==> config.mk <==
export PLATFORM = sky130hd
export DESIGN_NAME = sorted_priority_queue_top
export DESIGN_NICKNAME = d
export VERILOG_FILES = /design/src/spq_pkg.sv /design/src/sorted_priority_queue_top.sv /design/src/spq_cell.sv /design/src/spq_rsp_buf.sv
export SDC_FILE = /design/constraint.sdc
export NUM_CORES = 1
export LEC_CHECK = 0
export ABC_AREA = 1
export BUFFER_PORTS_ARGS = -buffer_cell sky130_fd_sc_hd__buf_2
export CELL_PAD_IN_SITES_DETAIL_PLACEMENT = 1
export CELL_PAD_IN_SITES_GLOBAL_PLACEMENT = 2
export CORE_MARGIN = 3
export CORE_UTILIZATION = 35
export CTS_CLUSTER_SIZE = 30
export DETAILED_ROUTE_END_ITERATION = 16
export PLACE_DENSITY = 0.85
export SLEW_MARGIN = 5
export SYNTH_ARGS = -nofsm -noshare
export SYNTH_HDL_FRONTEND = slang
export SYNTH_SLANG_ARGS = --single-unit
==> constraint.sdc <==
create_clock -name clock -period 3.3 [get_ports clock]
set_clock_uncertainty 0.1 [all_clocks]
set_input_delay 0.66 -clock clock [delete_from_list [all_inputs] [get_ports clock]]
set_output_delay 0.66 -clock clock [all_outputs]
set_load 0.05 [all_outputs]
==> src/spq_pkg.sv <==
// Shared types and constants for the sorted priority queue.
// Depends on nothing; every other file in src imports it.
package spq_pkg;

   // Fixed widths of the stream fields
   localparam int KEY_BITS   = 16;
   localparam int COUNT_BITS = 5;

   // Operation codes carried in req_tuser
   typedef enum logic [1:0] {
      OP_PUSH  = 2'd0,
      OP_POLL  = 2'd1,
      OP_CLEAR = 2'd2,
      OP_NOP   = 2'd3
   } op_type;

   // Result status codes
   typedef enum logic [1:0] {
      ST_OK    = 2'd0,
      ST_EMPTY = 2'd1,
      ST_FULL  = 2'd2,
      ST_RSVD  = 2'd3
   } status_type;

   // Shift commands broadcast to every cell, already qualified by fill state
   typedef struct packed {
      logic push;
      logic poll;
   } ctl_type;

   // One result beat, packed in tdata order from the top bit down
   typedef struct packed {
      status_type             status;
      logic [COUNT_BITS-1:0]  count;
      logic                   empty_res;
      logic [KEY_BITS-1:0]    top_key;
   } rsp_type;

endpackage

==> src/sorted_priority_queue_top.sv <==
// Top level of the max-first sorted priority queue: a chain of key cells,
// fill counter and result buffer. Depends on spq_pkg, spq_cell, spq_rsp_buf.
//
//   Channel | Direction | Fields (low bit up)
//   req_    | in        | tuser: op[1:0]; tdata: key[15:0]
//   rsp_    | out       | tdata: top_key[15:0] empty_res[16] count[21:17]
//           |           |        status[23:22]
//
// One push, poll or clear is taken every cycle while the result buffer has room; each cell compares and
// shifts in parallel, so the cell chain sets the rate at one item a cycle.
// The result is registered in the result buffer before it appears on rsp.
// Synchronous reset empties the queue and the result buffer; keys need none.
// req_tready drops only while two results wait in the buffer.
module sorted_priority_queue_top #(
   parameter int DEPTH     = 16,
   parameter int KEY_WIDTH = 16
) (
   input  logic        clock,
   input  logic        reset,
   input  logic        req_tvalid,
   output logic        req_tready,
   input  logic [1:0]  req_tuser,   // op[1:0]
   input  logic [15:0] req_tdata,   // key[15:0]
   output logic        rsp_tvalid,
   input  logic        rsp_tready,
   output logic [23:0] rsp_tdata    // top_key, empty_res, count, status
);
   import spq_pkg::*;

   localparam int CNT_W = $clog2(DEPTH + 1);

   logic                  req_acc;
   op_type                op;
   logic [KEY_WIDTH+KEY_BITS-1:0] key_wide;
   logic [KEY_WIDTH-1:0]  key_ext;
   logic [CNT_W-1:0]      cnt_ff, cnt_in;
   logic                  full, empty;
   status_type            status;
   ctl_type               ctl;
   logic                  gt       [DEPTH];
   logic [KEY_WIDTH-1:0]  key_q    [DEPTH];
   logic [KEY_WIDTH-1:0]  key_next [DEPTH];
   logic [KEY_WIDTH+KEY_BITS-1:0] top_wide;
   logic [CNT_W+COUNT_BITS-1:0]   cnt_wide;
   rsp_type               rsp_beat;
   rsp_type               rsp_out;

   assign req_acc = req_tvalid && req_tready;
   assign op      = op_type'(req_tuser);

   // Fit the incoming key to the stored key width
   assign key_wide = {{KEY_WIDTH{1'b0}}, req_tdata};
   assign key_ext  = key_wide[KEY_WIDTH-1:0];

   assign full  = (cnt_ff == CNT_W'(DEPTH));
   assign empty = (cnt_ff == '0);

   // Next fill count and status of the operation
   always_comb begin
      cnt_in = cnt_ff;
      status = ST_OK;
      ctl    = '0;
      if (req_acc) begin
         unique case (op)
            OP_PUSH: begin
               if (full) begin
                  status = ST_FULL;
               end else begin
                  ctl.push = 1'b1;
                  cnt_in   = cnt_ff + 1'b1;
               end
            end
            OP_POLL: begin
               if (empty) begin
                  status = ST_EMPTY;
               end else begin
                  ctl.poll = 1'b1;
                  cnt_in   = cnt_ff - 1'b1;
               end
            end
            OP_CLEAR: begin
               cnt_in = '0;
            end
            OP_NOP: begin
               cnt_in = cnt_ff;
            end
            default: begin
               cnt_in = cnt_ff;
            end
         endcase
      end
   end

   always_ff @(posedge clock) begin
      if (reset) begin
         cnt_ff <= '0;
      end else begin
         cnt_ff <= cnt_in;
      end
   end

   // Build the cell chain, front of the queue in cell 0
   for (genvar i = 0; i < DEPTH; i++) begin : g_cell
      logic                 occ;
      logic                 lgt;
      logic [KEY_WIDTH-1:0] lkey;
      logic [KEY_WIDTH-1:0] rkey;

      assign occ = (CNT_W'(i) < cnt_ff);
      if (i == 0) begin : g_first
         assign lgt  = 1'b0;
         assign lkey = key_ext;
      end else begin : g_mid
         assign lgt  = gt[i-1];
         assign lkey = key_q[i-1];
      end
      if (i == DEPTH - 1) begin : g_last
         assign rkey = key_q[i];
      end else begin : g_inner
         assign rkey = key_q[i+1];
      end

      spq_cell #(
         .KEY_WIDTH (KEY_WIDTH)
      ) u_cell (
         .clock     (clock),
         .ctl       (ctl),
         .occupied  (occ),
         .new_key   (key_ext),
         .left_gt   (lgt),
         .left_key  (lkey),
         .right_key (rkey),
         .gt        (gt[i]),
         .key_q     (key_q[i]),
         .key_next  (key_next[i])
      );
   end

   // Form the result from the state after the operation
   assign top_wide = {{KEY_BITS{1'b0}}, key_next[0]};
   assign cnt_wide = {{COUNT_BITS{1'b0}}, cnt_in};

   always_comb begin
      rsp_beat.top_key   = (cnt_in == '0) ? '0 : top_wide[KEY_BITS-1:0];
      rsp_beat.empty_res = (cnt_in == '0);
      rsp_beat.count     = cnt_wide[COUNT_BITS-1:0];
      rsp_beat.status    = status;
   end

   spq_rsp_buf u_rsp_buf (
      .clock    (clock),
      .reset    (reset),
      .wr_en    (req_acc),
      .wr_data  (rsp_beat),
      .has_room (req_tready),
      .rd_valid (rsp_tvalid),
      .rd_ready (rsp_tready),
      .rd_data  (rsp_out)
   );

   assign rsp_tdata = rsp_out;

   // Fill count stays within the chain length
   a_cnt_range: assert property (@(posedge clock) disable iff (reset)
      cnt_ff <= CNT_W'(DEPTH))
      else $error("fill count beyond depth");

   // A clear empties the queue
   a_clear: assert property (@(posedge clock) disable iff (reset)
      (req_acc && op == OP_CLEAR) |=> (cnt_ff == '0))
      else $error("clear left entries");

   // Front two entries stay in descending order
   a_sorted: assert property (@(posedge clock) disable iff (reset)
      (cnt_ff >= CNT_W'(2)) |-> ($signed(key_q[0]) >= $signed(key_q[1])))
      else $error("front entries out of order");

   // A push into a full queue leaves the count alone
   a_full_push: assert property (@(posedge clock) disable iff (reset)
      (req_acc && op == OP_PUSH && full) |=> (cnt_ff == CNT_W'(DEPTH)))
      else $error("push into full queue changed count");

endmodule

==> src/spq_cell.sv <==
// One slot of the sorted key chain: holds a key, compares it against a
// pushed key and shifts toward either neighbor. Depends on spq_pkg.
module spq_cell #(
   parameter int KEY_WIDTH = 16
) (
   input  logic                  clock,
   input  spq_pkg::ctl_type      ctl,
   input  logic                  occupied,
   input  logic [KEY_WIDTH-1:0]  new_key,
   input  logic                  left_gt,
   input  logic [KEY_WIDTH-1:0]  left_key,
   input  logic [KEY_WIDTH-1:0]  right_key,
   output logic                  gt,
   output logic [KEY_WIDTH-1:0]  key_q,
   output logic [KEY_WIDTH-1:0]  key_next
);
   import spq_pkg::*;

   logic [KEY_WIDTH-1:0] key_ff;
   logic [KEY_WIDTH-1:0] key_in;

   // At or past the insert point: slot is free or holds a strictly smaller key
   assign gt = ctl.push && (!occupied || ($signed(new_key) > $signed(key_ff)));

   // Shift down on push past the insert point, shift up on poll
   always_comb begin
      key_in = key_ff;
      priority if (gt) begin
         key_in = left_gt ? left_key : new_key;
      end else if (ctl.poll) begin
         key_in = right_key;
      end
   end

   always_ff @(posedge clock) begin
      key_ff <= key_in;
   end

   assign key_q    = key_ff;
   assign key_next = key_in;

endmodule

==> src/spq_rsp_buf.sv <==
// Two-entry result buffer between the queue update and the rsp stream.
// Depends on spq_pkg for the result beat layout.
module spq_rsp_buf (
   input  logic              clock,
   input  logic              reset,
   input  logic              wr_en,
   input  spq_pkg::rsp_type  wr_data,
   output logic              has_room,
   output logic              rd_valid,
   input  logic              rd_ready,
   output spq_pkg::rsp_type  rd_data
);
   import spq_pkg::*;

   rsp_type    slot_ff [2];
   logic       wr_ptr_ff, wr_ptr_in;
   logic       rd_ptr_ff, rd_ptr_in;
   logic [1:0] occ_ff, occ_in;
   logic       rd_en;

   assign rd_en    = rd_valid && rd_ready;
   assign has_room = (occ_ff != 2'd2);
   assign rd_valid = (occ_ff != 2'd0);
   assign rd_data  = slot_ff[rd_ptr_ff];

   // Advance pointers and occupancy
   always_comb begin
      wr_ptr_in = wr_en ? ~wr_ptr_ff : wr_ptr_ff;
      rd_ptr_in = rd_en ? ~rd_ptr_ff : rd_ptr_ff;
      occ_in    = occ_ff + {1'b0, wr_en} - {1'b0, rd_en};
   end

   always_ff @(posedge clock) begin
      if (reset) begin
         wr_ptr_ff <= 1'b0;
         rd_ptr_ff <= 1'b0;
         occ_ff    <= 2'd0;
      end else begin
         wr_ptr_ff <= wr_ptr_in;
         rd_ptr_ff <= rd_ptr_in;
         occ_ff    <= occ_in;
      end
   end

   // Store the beat
   always_ff @(posedge clock) begin
      if (wr_en) begin
         slot_ff[wr_ptr_ff] <= wr_data;
      end
   end

endmodule
Word level (Yosys, flattened, before mapping)
Memories as Yosys holds them, arrays and structs flattened. A register that Yosys moved wholly into a read port is not among the register bits. Cells that the tools add are included.

Flip-flop bits (word level): 265. Bits in writable memories: 48. Input bits: 22. Output and inout bits: 26. Memories kept: 1.

Memories: u_rsp_buf.slot_ff (depth 2, bits a word 24, read ports 1, clocked after memory_dff 1, write ports 1, line spq_rsp_buf.sv:15) `rsp_type slot_ff [2];`.

$add $sub $neg: 4. Order comparisons: 32. Equality and inequality tests: 5. Muxes and demuxes: 63. Bitwise operators: 2. Reductions and logical operators: 68.

Operator list (count): 16-bit two-way mux (46); 16-bit greater-than comparator (16); 4-bit by 5-bit < comparator with 1-bit output, first input constant (8); 2-bit nonzero test (15); 3-bit by 5-bit < comparator with 1-bit output, first input constant (4); 5-bit one-hot mux with 4 select lines (1); 1-bit logical AND (18); 1-bit logical NOT (16); 1-bit logical OR (16); 5-bit two-way mux (3); 5-bit logical NOT (2); 1-bit by 5-bit < comparator with 1-bit output, first input constant (2); 2-bit by 5-bit < comparator with 1-bit output, first input constant (2); 1-bit two-way mux (9); 2-bit two-way mux (3); 5-bit by 1-bit adder with 5-bit output, second input constant (1); 5-bit == test, second input constant (1); 5-bit by 1-bit subtractor with 5-bit output, second input constant (1); 2-bit == test, second input constant (2); 2-bit one-hot mux with 2 select lines (1); 2-bit by 1-bit adder with 2-bit output (1); 2-bit by 1-bit == test with 1-bit output, second input constant (1); 2-bit logical NOT (1); 2-bit != test, second input constant (1); 2 further kinds (3).

Longest topological paths before layout
Gate-level depths: netlist (run 1).

Depth in word-level cells: 7. Mapped depth: 21. Mapped depth without buffers: 19.

Cells and area by module
From an unflattened synthesis (run 1), not the netlist that was laid out.

Cells, all modules: 3456. Area, all modules: 24832.6 um^2.

Modules (own cells, without submodules): spq_cell (instances 16, cells an instance 199, area an instance 1365.1 um^2, sequential area each 320.3 um^2); spq_rsp_buf (instances 1, cells an instance 111, area an instance 2077.0 um^2, sequential area each 1541.5 um^2); sorted_priority_queue_top (instances 1, cells an instance 161, area an instance 914.6 um^2, sequential area each 100.1 um^2).

Worst setup path before layout (run 1)
Ideal clock, no wire load.

Kind: input port to flip-flop. Start point: input port req_tdata[0]. End point: register g_cell[1].u_cell.key_ff[0] (enable). Library setup time: 364 ps. Arrival time: 3076 ps. Setup slack: -240 ps. Cell stages on the path: 19. Path buffers: 2. Cells stage by stage: clkinv_1 > clkbuf_1 > ha_1 > inv_1 > nand2_1 > nand2_1 > nand2_1 > nand2_1 > nand2_1 > nand2_1 > nand2_1 > nand2_1 > nand2_1 > nand2_1 > nand2_1 > nand2_2 > nand2_1 > clkbuf_1 > nand2_1.

Cells in the longest elaborated chain, start to end: 4.

RTL lines: from (decl) (line sorted_priority_queue_top.sv:23) `input logic [15:0] req_tdata,`; 16-bit greater-than comparator (line spq_cell.sv:23) `assign gt = ctl.push && (!occupied || ($signed(new_key) > $signed(key_ff)));`; 1-bit logical OR (line spq_cell.sv:23); 1-bit logical AND (line spq_cell.sv:23); 2-bit nonzero test (no line); to (signal assigned) (line spq_cell.sv:36) `key_ff <= key_in;`; to (decl) (line spq_cell.sv:19) `logic [KEY_WIDTH-1:0] key_ff;`.

Every way passes these cells. A chain may end at the register's enable or synchronous reset.

Final worst setup path (run 1)
Start point: register cnt_ff[0]. End point: register g_cell[12].u_cell.key_ff[7] (data pin).

Cells in the longest elaborated chain, start to end: 7.

RTL lines: from (decl) (line sorted_priority_queue_top.sv:36) `logic [CNT_W-1:0] cnt_ff, cnt_in;`; from (signal assigned) (line sorted_priority_queue_top.sv:98) `cnt_ff <= cnt_in;`; 5-bit == test (line sorted_priority_queue_top.sv:55) `assign full = (cnt_ff == CNT_W'(DEPTH));`; 1-bit two-way mux (line sorted_priority_queue_top.sv:66) `if (full) begin`; 1-bit two-way mux (line sorted_priority_queue_top.sv:64) `unique case (op)`; 2-bit two-way mux (line sorted_priority_queue_top.sv:63) `if (req_acc) begin`; 1-bit logical AND (line spq_cell.sv:23); 16-bit two-way mux (line spq_cell.sv:29) `key_in = left_gt ? left_key : new_key;`; 16-bit two-way mux (*) (line spq_cell.sv:28) `priority if (gt) begin`; via g_cell[12].u_cell.key_next[7] (line spq_cell.sv:15) `output logic [KEY_WIDTH-1:0] key_next`; to (signal assigned) (line spq_cell.sv:36); to (decl) (line spq_cell.sv:19).

The timed path passes the listed nets; every way through them passes the cells marked *.

==> reports/results.ini, run 1 <==
[critical_path]
crit_fanout=19
arrival_ns=3.52
start_kind=flip-flop
crit_type=flip-flop to flip-flop
worst-r2r-cell-count=10
setup.worst_path.end_class=flip-flop
critPathRequiredTime_ns=3.64

[place]
gp_congestion=0.916
pre_cts_slack_ns=-0.396
portBuffers=47
dp_hpwl_um=66100

[floorplan]
rows=93
core_mm2=0.0650
die_area_mm2=0.0695
start_util=0.357
fp.dieW_um=264
dieHeight_um=264
io_pins=48

[clocking]
cts_root_buf=clkbuf_16
htreeDepth=2
cts_tree=done
cts_hold_buf=0
path_clk_slew_ns=0.06
cts.sinks=314
clk_path_buf_depth=3
clock_latency_ns=0.57
cts_buffers=39

[finish]
drive_gt1_frac=0.103
final_core_utilization=0.409
areaGrowthSynthToFinish_pct=14.6
fill_cells=7920
diodes=0
nets=3468

[yosys]
synth_top_area_share=0.373
syn_area_mm2=0.0232
synth-simple-area-share=0.306
syn_area_per_cell_um2=7.55
async_reset_ff_frac=0
ys_types=46
synth_area_leaders=edfxtp_1 37%, nand2_1 20%, ha_1 14%, inv_1 6.5%, nand3_1 6.3%
synthAdderAreaFrac=0.141
synth_top_family_by_area=simple AND/OR/NAND/NOR gates
synthTopCellsByCount=1256 x nand2_1, 403 x inv_1, 291 x nand3_1
yosysTopAreaCell=edfxtp_1
synthMuxAreaShare=0.0116
synth_compound_area_frac=0.0513
ys_seq_area_frac=0.395
yosysMostFrequentCell=nand2_1
ys.flop_type=edfxtp_1
yosysWarningCount=0
synth-edff-count=288
synth_nets=3361
netlist_instances=3077
synth_xor_xnor_area_share=0.00151
ys_ff_latch=314

[routing]
wl_um=88300
dr.first_iter.drc_count=1896
wire_per_inst_um=21.7
vias_per_cell=5.28
vias=21468
postRouteAntennaNets=0
dr.pass1.iters=7
drc=0

[sta]
worstMarginPinSlew_ns=1.11
finalSetupViolations=0
worst_slack_ns=0.114
hold_viol=0
fmax_mhz=314
slew_headroom=0.250
grt_setup_unrepaired=false
maxSlewViolCount=0
min_period_ns=3.19
period_share=0.965

[global_route]
grt_pass1_vias=22245
track_usage=0.251
grt_max_degree=47
grt_first_pass_wirelength_um=135000
antenna_found_initial=1
gr-total-overflow=0

[worst_hold_path]
min_path_type=input pin to flip-flop
hold_depth=2

[job]
maxCapViolCount=0

[run_status]
outcome=complete, no violations

[power]
power_density_mw_per_mm2=591
p_leak_nw=14.2
ir_drop_mv=0.308

## power by group
part           switching, mW  internal (mW)  leakage [nW]  total [mW]
clock network           1.85           2.52         0.601        4.37
logic                   3.91           1.84          10.7        5.75
registers              0.352           5.24          2.89        5.59
## logic make-up (layout without fill, tap and decap cells)
| group | Yosys count | count (layout) |
|---|---|---|
| buffers and inverters | 535 | 670 |
| AOI/OAI and AO/OA | 211 | 211 |
| muxes | 24 | 24 |
| DFF | 314 | 314 |
| adders and majority gates | 262 | 262 |
| and+or+nand+nor | 1727 | 1727 |
| xor gates and xnor gates | 4 | 4 |
## critical path, cell delays in order (launching register included)
cell      delay, ns
dfxtp_1        0.48
clkinv_1       0.17
ha_1           0.28
nand2_2        0.12
o21ai_4        0.09
nor2_4         0.72
buf_4          0.32
nand2_2        0.13
inv_2          0.31
nand3_1        0.20
nand2_1        0.09
## cells in the final DEF (no fill, tap or decap), types with 28 or more instances in the layout
cell type	count
a21oi_1	100
buf_12	34
buf_2	47
buf_4	92
clkbuf_16	41
edfxtp_1	288
ha_1	262
inv_1	403
nand2_1	1255
nand2_2	28
nand3_1	291
nor2_1	84
o21ai_0	38
o21ai_1	29
## flip-flops by register name (all words and copies together), names as in the netlist, named ones only
signal and cells:
g_cell.u_cell.key_q 256, u_rsp_buf.slot_ff 48, cnt_ff 5, u_rsp_buf.occ_ff 2, u_rsp_buf.rd_ptr_ff 1, u_rsp_buf.wr_ptr_ff 1
## cell type report
| cell class | count | area, µm² | area share |
|---|---|---|---|
| multi-input cells | 2228 | 11900 | 0.447 |
| flip-flops and latches | 314 | 9170 | 0.345 |
| inverters | 428 | 1610 | 0.0606 |
| repair buffers | 173 | 1610 | 0.0604 |
| well taps | 855 | 1070 | 0.0402 |
| clock buffers | 52 | 1070 | 0.0401 |
| clock inverters | 17 | 175 | 0.00659 |
## final timing paths
| check | from | slack [ns] | to |
|---|---|---|---|
| max | cnt_ff[0] | 0.11 | g_cell[12].u_cell.key_q[7] |
| min | reset | 0.30 | cnt_ff[2] |
| max reg2reg | cnt_ff[0] | 0.11 | g_cell[12].u_cell.key_q[7] |
| min reg2reg | u_rsp_buf.rd_ptr_ff | 0.40 | u_rsp_buf.rd_ptr_ff |
## through the flow
stage	hold slack (ns)	setup TNS [ns]	instance area [µm²]	instances	power (mW)
after floorplan	0.361	0	23200	3077	9.30
after detailed placement	0.389	-28.79	25300	3992	11.3
after CTS	0.274	0	26500	4061	15.7
after global routing	0.295	0	26600	4067	16.7
after global placement	0.369	-14.96	25300	3992	11.0
final	0.302	0	26600	4067	15.7
## repair_timing
| item | CTS | global route |
|---|---|---|
| gates resized for setup | 0 | 1 |
| endpoints found under the setup margin | 0 | 15 |
| endpoints found under the hold margin | 0 | 0 |
| setup buffers | 0 | 6 |
## per-layer routing
metal,up-vias,share of wire,routed length [µm],track usage
met1,10537,0.47,41100,0.361
met2,644,0.44,38700,0.389
met5,-,0,0,0
met3,131,0.067,5930,0.0359
met4,0,0.030,2630,0.0732
li1,10156,-,-,-
Note: power is estimated with default switching activity, not from simulation.
==> run 2: changes to the inputs <==
--- a/config.mk
+++ b/config.mk
@@ -9,8 +9,9 @@
 export BUFFER_PORTS_ARGS = -buffer_cell sky130_fd_sc_hd__buf_2
 export CELL_PAD_IN_SITES_DETAIL_PLACEMENT = 1
 export CELL_PAD_IN_SITES_GLOBAL_PLACEMENT = 2
-export CORE_MARGIN = 3
+export CORE_MARGIN = 10
 export CORE_UTILIZATION = 35
+export CTS_BUF_LIST = sky130_fd_sc_hd__clkbuf_8
 export CTS_CLUSTER_SIZE = 30
 export DETAILED_ROUTE_END_ITERATION = 16
 export PLACE_DENSITY = 0.85
==> reports/results.ini, run 2 (same netlist as run 1, synthesis figures left out) <==
[run_status]
outcome=complete, no violations  ; unchanged

[critical_path]
setup.worst_path.end_class=flip-flop  ; unchanged
arrival_ns=3.43  ; was 3.52 ns
start_kind=input pin  ; was flip-flop
worst-r2r-cell-count=14  ; was 10
reg2reg_from=g_cell[6].u_cell.key_q[15]  ; was cnt_ff[0]
ff2ff_setup_slack_ns=0.28  ; was 0.11 ns
crit_fanout=18  ; was 19
reg2reg_to=g_cell[7].u_cell.key_q[14]  ; was g_cell[12].u_cell.key_q[7]
critPathRequiredTime_ns=3.62  ; was 3.64 ns
worstSetupStartpoint=req_tdata[13]  ; was cnt_ff[0]
crit_type=input pin to flip-flop  ; was flip-flop to flip-flop

[finish]
areaGrowthSynthToFinish_pct=14.4  ; was 14.6%
layout.cells.non_filler=4115  ; was 4067
largest_reg_flops=256  ; unchanged
layout.cells.most_common_list=1255 x nand2_1, 417 x inv_1, 291 x nand3_1  ; was 1255 x nand2_1, 403 x inv_1, 291 x nand3_1
drive_gt1_frac=0.109  ; was 0.103
layout_commonest_cell=nand2_1  ; unchanged
nets=3487  ; was 3468
design_area_mm2=0.0266  ; about the same

[sta]
tns_ns=0  ; unchanged
finalSetupViolations=0  ; unchanged
maxSlewViolCount=0  ; unchanged
min_period_ns=3.10  ; was 3.19 ns
grt_setup_unrepaired=false  ; unchanged
period_share=0.940  ; was 0.965
worstMarginPinSlew_ns=1.19  ; was 1.11 ns
fmax_mhz=322  ; was 314 MHz
slew_headroom=0.201  ; was 0.250
worst_slack_ns=0.197  ; was 0.114 ns
fin_hold_ws_ns=0.173  ; was 0.302 ns
hold_viol=0  ; unchanged

[clocking]
clk_path_buf_depth=3  ; unchanged
path_clk_slew_ns=0.06  ; about the same
cts_root_buf=clkbuf_8  ; was clkbuf_16
clock_latency_ns=0.69  ; was 0.57 ns
ctsResizeCount=0  ; unchanged
cts_buffers=58  ; was 39
cts_tree=done  ; unchanged
htreeDepth=2  ; unchanged
cts.sinks=314  ; unchanged

[global_route]
grt_use_met1=0.310  ; was 0.361
grt_pass1_vias=22251  ; was 22.2k
use_met2=0.347  ; was 0.389
gr-usage-met3=0.0355  ; was 0.0359
top_usage_layer=met2  ; unchanged
gr-total-overflow=0  ; unchanged
grt_max_degree=47  ; unchanged
antenna_found_initial=1  ; unchanged
track_usage=0.222  ; was 0.251
grt_first_pass_wirelength_um=134000  ; was 135000 µm

[worst_hold_path]
holdPathEnd=u_rsp_buf.occ_ff[0]  ; was cnt_ff[2]
min_path_type=input pin to flip-flop  ; unchanged
hold_depth=2  ; unchanged
min-delay-start=reset  ; unchanged

[place]
dp_hpwl_um=66700  ; was 66100 µm
portBuffers=47  ; unchanged
dp.cells=4006  ; was 3992
gp_congestion=0.916  ; about the same
place_area_mm2=0.0254  ; was 0.0253 mm²
pre_cts_slack_ns=-0.343  ; was -0.396 ns

[power]
ir_drop_mv=0.312  ; was 0.308 mV
power_density_mw_per_mm2=572  ; was 591 mW/mm²
p_leak_nw=14.3  ; was 14.2 nW

[floorplan]
die_area_mm2=0.0770  ; was 0.0695 mm²
rows=94  ; was 93
io_pins=48  ; unchanged
fp.dieW_um=278  ; was 264 µm
start_util=0.353  ; was 0.357
core_mm2=0.0657  ; was 0.0650 mm²
dieHeight_um=278  ; was 264 µm

[job]
maxCapViolCount=0  ; unchanged

[routing]
vias=21349  ; was 21.5k
wire_per_inst_um=21.4  ; was 21.7 µm
wl_um=87900  ; was 88300 µm
drc=0  ; unchanged
dr.pass1.iters=5  ; was 7
dr.first_iter.drc_count=1862  ; was 1896
postRouteAntennaNets=0  ; unchanged
vias_per_cell=5.19  ; was 5.28

[run 2: area by class of cell]
cell class / count / area, µm²
Inverter: 428 / 1610
Multi-Input combinational cell: 2228 / 11900
Sequential cell: 314 / 9170
Antenna cell: 1 / 2.50
Tap cell: 864 / 1080
Fill cell: 8139 / 39200
Clock inverter: 44 / 300
Clock buffer: 63 / 867
Timing Repair Buffer: 173 / 1630
[run 2: worst max path at each step]
| stage | endpoint | depth (start not counted) |
|---|---|---|
| 3_5_place_dp | g_cell[9].u_cell.key_q[4] | 14 |
| 6_report | g_cell[7].u_cell.key_q[14] | 14 |
| 4_1_cts | u_rsp_buf.slot_ff[1][2] | 12 |
| 3_3_place_gp | g_cell[9].u_cell.key_q[1] | 14 |
| 2_1_floorplan | g_cell[10].u_cell.key_q[0] | 15 |
| 5_1_grt | g_cell[7].u_cell.key_q[14] | 14 |
[run 2: through the flow]
step | util | total power [mW]
after floorplan | - | 9.30
after global placement | 0.386 | 11.0
after detailed placement | 0.386 | 11.3
after CTS | 0.404 | 15.2
after global routing | 0.404 | 16.2
final | 0.404 | 15.2
[run 2: where the power goes]
group	leakage, nW	internal (mW)	switching, mW
clock network	0.646	2.07	1.85
registers	2.89	5.24	0.360
logic	10.7	1.81	3.87
total	14.3	9.13	6.07
[run 2: critical path, cell delays in order]
cell and delay, ns:
buf_2 0.57, ha_1 0.28, nand2_1 0.08, nor4_1 0.72, nand2_1 0.17, nand2_1 0.11, nand2_1 0.06, nand3_1 0.09
nand2_2 0.07, nand2_2 0.15, buf_4 0.22, nand2_1 0.07, nand3_1 0.08, nand2_1 0.06
[run 2: per-layer routing]
metal / share of wire / vias to the layer above
met1: 0.46 / 10356
met3: 0.068 / 129
met4: 0.027 / 0
met5: 0 / -
met2: 0.44 / 660
li1: - / 10204
[run 2: what timing repair did]
item	CTS	global route
hold buffers	0	0
setup endpoints to repair	0	16
buffers inserted	0	1
